===== config.mk =====
export PLATFORM = sky130hd
export DESIGN_NAME = prmv_ctrl
export DESIGN_NICKNAME = d
export VERILOG_FILES = /design/src/rtl/prmv_pkg.sv /design/src/rtl/prmv_ctrl.sv
export SDC_FILE = /design/constraint.sdc
export NUM_CORES = 1
export LEC_CHECK = 0
export BUFFER_PORTS_ARGS = -buffer_cell sky130_fd_sc_hd__buf_4
export CORE_MARGIN = 4
export CORE_UTILIZATION = 40
export DETAILED_ROUTE_END_ITERATION = 12
export PLACE_DENSITY = 0.78
export SETUP_SLACK_MARGIN = 0.5
export SLEW_MARGIN = 25
export SYNTH_ARGS = -nofsm -noshare
export SYNTH_HDL_FRONTEND = slang
export SYNTH_SLANG_ARGS = --single-unit

===== constraint.sdc =====
create_clock -name clk -period 2.2 [get_ports clk]
set_input_delay 0.44 -clock clk [delete_from_list [all_inputs] [get_ports clk]]
set_output_delay 0.44 -clock clk [all_outputs]
set_load 0.02 [all_outputs]

===== src/rtl/prmv_pkg.sv =====
package prmv_pkg;

	localparam int PIX_W  = 16;
	localparam int MEAN_W = 24;
	localparam int S_W    = 56;
	localparam int VAR_W  = 48;
	localparam int SUM_W  = 64;
	localparam int CNT_W  = 32;
	localparam int FC_W   = 16;
	localparam int WU_W   = 4;
	localparam int NUM_W  = 64;
	localparam int DEN_W  = 32;
	localparam int PROD_W = 48;

	localparam logic [WU_W-1:0]   WARMUP_RESET = 4'd2;
	localparam logic [MEAN_W-1:0] MEAN_LIMIT   = '1;
	localparam logic [VAR_W-1:0]  VAR_LIMIT    = '1;
	localparam logic [S_W-1:0]    S_LIMIT      = '1;

	typedef enum logic [4:0] {
		ST_IDLE, ST_CHECK, ST_READ, ST_STEP_GO, ST_STEP_WAIT, ST_MEAN, ST_PROD,
		ST_SADD, ST_VAR_GO, ST_VAR_WAIT, ST_WRITE, ST_AVGM_GO, ST_AVGM_WAIT,
		ST_AVGV_GO, ST_AVGV_WAIT, ST_SQA_GO, ST_SQA_WAIT, ST_SQN_GO, ST_SQN_WAIT,
		ST_SQX_GO, ST_SQX_WAIT, ST_SEND
	} state_t;

	typedef enum logic [2:0] {
		OP_STEP, OP_VAR, OP_AVGM, OP_AVGV, OP_SQA, OP_SQN, OP_SQX
	} op_t;

	typedef struct packed {
		logic take;
		logic grab;
		logic check;
		logic rd;
		logic div_start;
		logic sqrt_start;
		op_t  op;
		logic cap;
		logic ld_mean;
		logic ld_prod;
		logic ld_sadd;
		logic write;
		logic send;
	} ctrl_cmd_t;

	typedef struct packed {
		logic skip;
		logic first;
		logic last;
		logic div_done;
		logic sqrt_done;
		logic out_free;
	} ctrl_sts_t;

endpackage


===== src/rtl/prmv_ctrl.sv =====
module prmv_ctrl (
	input  logic                clk,
	input  logic                arst_n,
	input  logic                in_valid,
	input  prmv_pkg::ctrl_sts_t sts,
	output prmv_pkg::ctrl_cmd_t cmd
);
	import prmv_pkg::*;

	state_t state_q;
	state_t state_d;

	always_ff @(posedge clk or negedge arst_n) begin
		if (!arst_n) begin
			state_q <= ST_IDLE;
		end else begin
			state_q <= state_d;
		end
	end

	always_comb begin
		state_d = state_q;
		unique case (state_q)
			ST_IDLE:      if (in_valid) state_d = ST_CHECK;
			ST_CHECK:     state_d = sts.skip ? ST_IDLE : ST_READ;
			ST_READ:      state_d = sts.first ? ST_WRITE : ST_STEP_GO;
			ST_STEP_GO:   state_d = ST_STEP_WAIT;
			ST_STEP_WAIT: if (sts.div_done) state_d = ST_MEAN;
			ST_MEAN:      state_d = ST_PROD;
			ST_PROD:      state_d = ST_SADD;
			ST_SADD:      state_d = ST_VAR_GO;
			ST_VAR_GO:    state_d = ST_VAR_WAIT;
			ST_VAR_WAIT:  if (sts.div_done) state_d = ST_WRITE;
			ST_WRITE:     state_d = sts.last ? ST_AVGM_GO : ST_IDLE;
			ST_AVGM_GO:   state_d = ST_AVGM_WAIT;
			ST_AVGM_WAIT: if (sts.div_done) state_d = ST_AVGV_GO;
			ST_AVGV_GO:   state_d = ST_AVGV_WAIT;
			ST_AVGV_WAIT: if (sts.div_done) state_d = ST_SQA_GO;
			ST_SQA_GO:    state_d = ST_SQA_WAIT;
			ST_SQA_WAIT:  if (sts.sqrt_done) state_d = ST_SQN_GO;
			ST_SQN_GO:    state_d = ST_SQN_WAIT;
			ST_SQN_WAIT:  if (sts.sqrt_done) state_d = ST_SQX_GO;
			ST_SQX_GO:    state_d = ST_SQX_WAIT;
			ST_SQX_WAIT:  if (sts.sqrt_done) state_d = ST_SEND;
			ST_SEND:      if (sts.out_free) state_d = ST_IDLE;
			default:      state_d = ST_IDLE;
		endcase
	end

	always_comb begin
		cmd = '0;
		cmd.op = OP_STEP;
		unique case (state_q)
			ST_IDLE: begin
				cmd.take = 1'b1;
				cmd.grab = in_valid;
			end
			ST_CHECK:     cmd.check = 1'b1;
			ST_READ:      cmd.rd = 1'b1;
			ST_STEP_GO:   cmd.div_start = 1'b1;
			ST_STEP_WAIT: cmd.op = OP_STEP;
			ST_MEAN:      cmd.ld_mean = 1'b1;
			ST_PROD:      cmd.ld_prod = 1'b1;
			ST_SADD:      cmd.ld_sadd = 1'b1;
			ST_VAR_GO: begin
				cmd.op = OP_VAR;
				cmd.div_start = 1'b1;
			end
			ST_VAR_WAIT: begin
				cmd.op = OP_VAR;
				cmd.cap = sts.div_done;
			end
			ST_WRITE:     cmd.write = 1'b1;
			ST_AVGM_GO: begin
				cmd.op = OP_AVGM;
				cmd.div_start = 1'b1;
			end
			ST_AVGM_WAIT: begin
				cmd.op = OP_AVGM;
				cmd.cap = sts.div_done;
			end
			ST_AVGV_GO: begin
				cmd.op = OP_AVGV;
				cmd.div_start = 1'b1;
			end
			ST_AVGV_WAIT: begin
				cmd.op = OP_AVGV;
				cmd.cap = sts.div_done;
			end
			ST_SQA_GO: begin
				cmd.op = OP_SQA;
				cmd.sqrt_start = 1'b1;
			end
			ST_SQA_WAIT: begin
				cmd.op = OP_SQA;
				cmd.cap = sts.sqrt_done;
			end
			ST_SQN_GO: begin
				cmd.op = OP_SQN;
				cmd.sqrt_start = 1'b1;
			end
			ST_SQN_WAIT: begin
				cmd.op = OP_SQN;
				cmd.cap = sts.sqrt_done;
			end
			ST_SQX_GO: begin
				cmd.op = OP_SQX;
				cmd.sqrt_start = 1'b1;
			end
			ST_SQX_WAIT: begin
				cmd.op = OP_SQX;
				cmd.cap = sts.sqrt_done;
			end
			ST_SEND:      cmd.send = sts.out_free;
			default:      cmd = '0;
		endcase
	end
endmodule


## Yosys cells after proc, flatten, opt, wreduce, memory -nomap -nowiden

Index checks and enable logic that the tools add are counted.
W data, S select, Z words.

- Equal/unequal tests: 30
- Muxes and demuxes: 25
- Reductions and logical operators: 12

Operators with widths:

| cell | number |
|---|---|
| $pmux W5 S22 | 1 |
| $mux W5 | 9 |
| $eq A5 B4 Y1 const B | 8 |
| $eq A5 B5 Y1 const B | 6 |
| $eq A5 B3 Y1 const B | 4 |
| $ne A2 B2 Y1 const B | 9 |
| $pmux W3 S6 | 1 |
| $reduce_or A2 Y1 | 6 |
| $eq A5 B2 Y1 const B | 2 |
| $mux W1 | 9 |
| $reduce_and A9 Y1 | 1 |
| $reduce_or A3 Y1 | 3 |
| $mux W4 | 2 |
| $eq A5 B1 Y1 const B | 1 |
| $logic_not A5 Y1 | 1 |
| $mux W2 | 2 |
| $reduce_or A4 Y1 | 1 |
| $pmux W1 S2 | 1 |

- Bits in registers: 5
- Input port bits: 9
- Output and inout bits: 15
- Logic and storage cells: 68

## Logic depth before layout (Yosys ltp)

- Depth after elaboration: 3
- Mapped depth: 6
- Depth with buffers taken out: 4

## Least setup slack after synthesis

No wires, ideal clock.

- Kind: register to output
- Start: reg state_q[2]
- End: out cmd[13] (netlist bit)
- Arrival time: 1587 ps
- Required time: 1760 ps
- Path slack: 173 ps
- Stages on the path, launching flop included: 5
- Buffers on the path: 1
- Path through: dfrtp_1 > buf_4 > or2_1 > nor4_2 > and2_1

RTL lines:

| element | line | RTL |
|---|---|---|
| start: declaration | prmv_ctrl.sv:10 | `state_t state_q;` |
| start signal: assignment | prmv_ctrl.sv:17 | `state_q <= state_d;` |
| end: declaration | prmv_ctrl.sv:6 | `output prmv_pkg::ctrl_cmd_t cmd` |

==> results.md <==
- Detailed placement HPWL: 1.53 mm
- Fin Setup TNS: 0 ps
- Seq cells post-synth: 5
- Number of enable flip-flop cells after synthesis: 0
- DIE AREA: between 2000 and 2500 µm²
- Total via count after detailed routing: 1017
- Initial antenna violation count: 0
- Pin count of the biggest net entering global routing: 13
- CP Max Fanout: 5
- Time the worst path needs with I/O delays and setup: between 2000 and 2500 ps
- Count of buffers inserted at the top-level ports: 23
- Dominant synthesized flop cell: sky130_fd_sc_hd__dfrtp_1
- CTS Buffer Depth: 2
- Finished layout cell area: 1380 µm²
- Max cap viols: 0
- Skew-Pair Late Insertion Delay: approximately 260 ps
- Most area-hungry cell type in the Yosys netlist: sky130_fd_sc_hd__dfrtp_1
- Pre-CTS worst setup slack: around 280 ps
- Switch Pwr: approximately 1.2 mW
- Share of the clock period used by the worst path after layout: a little over nine tenths
- Overflow left after global routing: 0
- Pwr per Cell Area: about 1800 nW/µm²
- Post-synthesis area per instance: approximately 7.5 µm²
- Unrepaired setup endpoints after global routing: yes
- Critical path's slowest cell: sky130_fd_sc_hd__dfrtp_2
- Sequential fraction of the synthesis area: 19.0%
- CP endpoint kind: output pin
- Std cell rows: 14
- First-pass GRT wire length: 4.33 mm
- Internal power consumption: roughly 1.2 mW
- Average wire per cell in the routed design: 22.4 µm
- Number of primary I/O pins: 24
- Cells along the critical path: or2_4 > nor4_4 > and2_1 > buf_6
- Share of post-route cells with drive strength above 1: a little over two thirds
- Worst hold margin: around 520 ps
- Clock share of power: ~5%
- Worst Tran Pin Value: approximately 800 ps
- Final Instance Count excl. Fillers: 156
- Fraction of the mapped netlist area in adder cells: 0%
- Final layout net count: 150
- Kind of critical path: flop to output pin
- Synth warnings: 0
- Number of nets in the synthesized netlist: 97
- DRT Wirelength: around 3.5 mm
- Gp weighted congestion: between 0.9 and 1
- Worst setup skew after layout: slightly below 10 ps
- Post-place instance area: ~880 µm²
- Maximum cell stage delay along the critical path: approximately 450 ps
- Fraction of synthesized cell area taken by the top area cell type: a little under a fifth
- Count of pins over their slew limit: 0
- Clock tree from TritonCTS: yes
- GRT Util Overall: 23.3%
- Mapped Cells: 88
- Total CTS buffers: 3
- Compound-Gate Fraction of Synth Area: 31.0%
- Largest register by flop count: state_q
- Crit path launch type: flop
- Basic-gate share of the synthesized area counting and, or, nand and nor cells: between 30% and 40%
- Sequential power share: slightly below 10%
- Die height: ~50 µm
- Post-route total power: 2.43 mW
- Leading registers by flop count: state_q: 5 flops
- Area growth from synthesis to layout: 110%
- Leak Pwr: about 0.60 nW
- Antenna fix cells: 0
- Flip-flop count of the largest register, all copies and words added: 5
- H-Tree Level Count: 1
- Post-synthesis mux area share: under 10%
- Die boundary width: 48.6 µm
- Final routed DRC violation total: 0
- Clk root buf: sky130_fd_sc_hd__clkbuf_4
- First-iteration detailed-routing DRC count: 51
- Via density per instance: between 6 and 7
- Switch share: about half
- Xor and xnor fraction of the mapped netlist area: between 1 and 1.5%
- HP Class: primary input to asynchronous set/reset pin
- Core Region: between 1500 and 2000 µm²
- Fill cell count: between 60 and 70
- Combinational power share: around 85%
- Top cells by count, synth: 9 x sky130_fd_sc_hd__nor2_1, 7 x sky130_fd_sc_hd__inv_1, 6 x sky130_fd_sc_hd__nand2_1
- Slack of the critical path: around 75 ps
- Count of endpoints failing setup in the final report: 0
- Number of search-and-repair iterations in the first detailed-routing pass: 4
- WP data required: ~1800 ps
- Dominant combinational cell family by area after synthesis: simple AND/OR/NAND/NOR gates
- Run status: finished, final reports clean
- Sinks on Clock Net: 5
- Core utilization of the finished layout: 90.7%
- Fraction of registers with async set/reset: 100%
- Arrival @ worst endpoint: 1690 ps
- Relative slew slack: between 40% and 50%
- Instance count after placement with tap cells included: between 100 and 150
- Top area cells in the synthesized netlist: sky130_fd_sc_hd__dfrtp_1 19%, sky130_fd_sc_hd__nor2_1 5.1%, sky130_fd_sc_hd__inv_1 4.0%
- Count of nets left with antenna violations after detail routing: 0
- Initial Utilization: 43.2%
- Hold Vio Cnt, Final: 0
- Clock slew seen by the registers of the worst setup and hold paths: ~60 ps
- Library cell with the highest instance count after synthesis: sky130_fd_sc_hd__nor2_1
- Post-synthesis cell area: 658 µm²
- Post-synthesis cell type count: 41
- Vias in the first global route: 883
- Fmax achieved: 0.471 GHz
- Worst-case vdd ir drop: 1.26 mV
layout make-up:
type                    instances  area [µm²]  area share, %
clock buffers                   4        26.3           1.90
repair buffers                 58         528           38.2
well taps                      16        20.0           1.45
flip-flops and latches          5         131           9.50
inverters                       7        33.8           2.44
multi-input cells              66         643           46.5
power by group through the flow:
stage / logic, mW / clock network (mW) / registers, mW
3_3_place_gp: 1.09 / 0 / 0.262
5_1_grt: 2.17 / 0.131 / 0.244
4_1_cts: 1.48 / 0.114 / 0.217
6_report: 2.08 / 0.121 / 0.238
2_1_floorplan: 0.890 / 0 / 0.176
3_5_place_dp: 1.10 / 0 / 0.265
worst max-delay path, delay by kind of cell (launching register included):
| family | cells | cell delay [ps] |
|---|---|---|
| buffers and inverters | 1 | 120 |
| flip-flops | 1 | 450 |
| AND/OR/NAND/NOR | 3 | 850 |
metal layers:
metal	wire [µm]	global-route usage, %	up-vias
met3	335	9.51	14
met1	1350	26.1	480
li1	-	-	437
met5	0	0	-
met2	1670	38.9	86
met4	133	8.97	0
timing repair:
action,CTS,global route
setup buffers,15,12
resized for setup,28,37
gates cloned,0,1
pin swaps,10,15
setup endpoints to repair,18,18
hold buffers,1,0
hold endpoints to repair,5,0
path summary, 6_finish.rpt:
path                       slack [ps]  cells past startpoint                    from                      to
min reg2reg                       700                      2  state_q[4]$_DFFE_PN0P_  state_q[3]$_DFFE_PN0P_
max                                70                      4  state_q[2]$_DFFE_PN0P_                 cmd[13]
min                               520                      2                  arst_n  state_q[1]$_DFFE_PN0P_
max in group asynchronous        1550                      2                  arst_n  state_q[4]$_DFFE_PN0P_
max reg2reg                       120                      6  state_q[0]$_DFFE_PN0P_  state_q[0]$_DFFE_PN0P_
min in group clk                  550                      3                  sts[0]  state_q[4]$_DFFE_PN0P_
cells by family after synthesis:
| kind of cell | after synthesis |
|---|---|
| flip-flops | 5 |
| AND/OR/NAND/NOR | 37 |
| XOR/XNOR | 1 |
| AO/OA/AOI/OAI | 26 |
| buffers and inverters | 17 |
| multiplexers | 2 |
placed cells by master (no fill, tap or decap), drive strengths merged, types with 2 or more instances in the layout:
cell type and n:
buf 57, a21o 3, nor3b 2, a21oi 3, nand2b 2, dfrtp 5
nor4 5, a32oi 2, nand2 6, o22ai 3, nor2 9, nor2b 3
a311oi 2, o21ai 4, inv 7, a2111oi 2, nor3 2, clkbuf 4
Note: power is estimated with default switching activity, not from simulation.
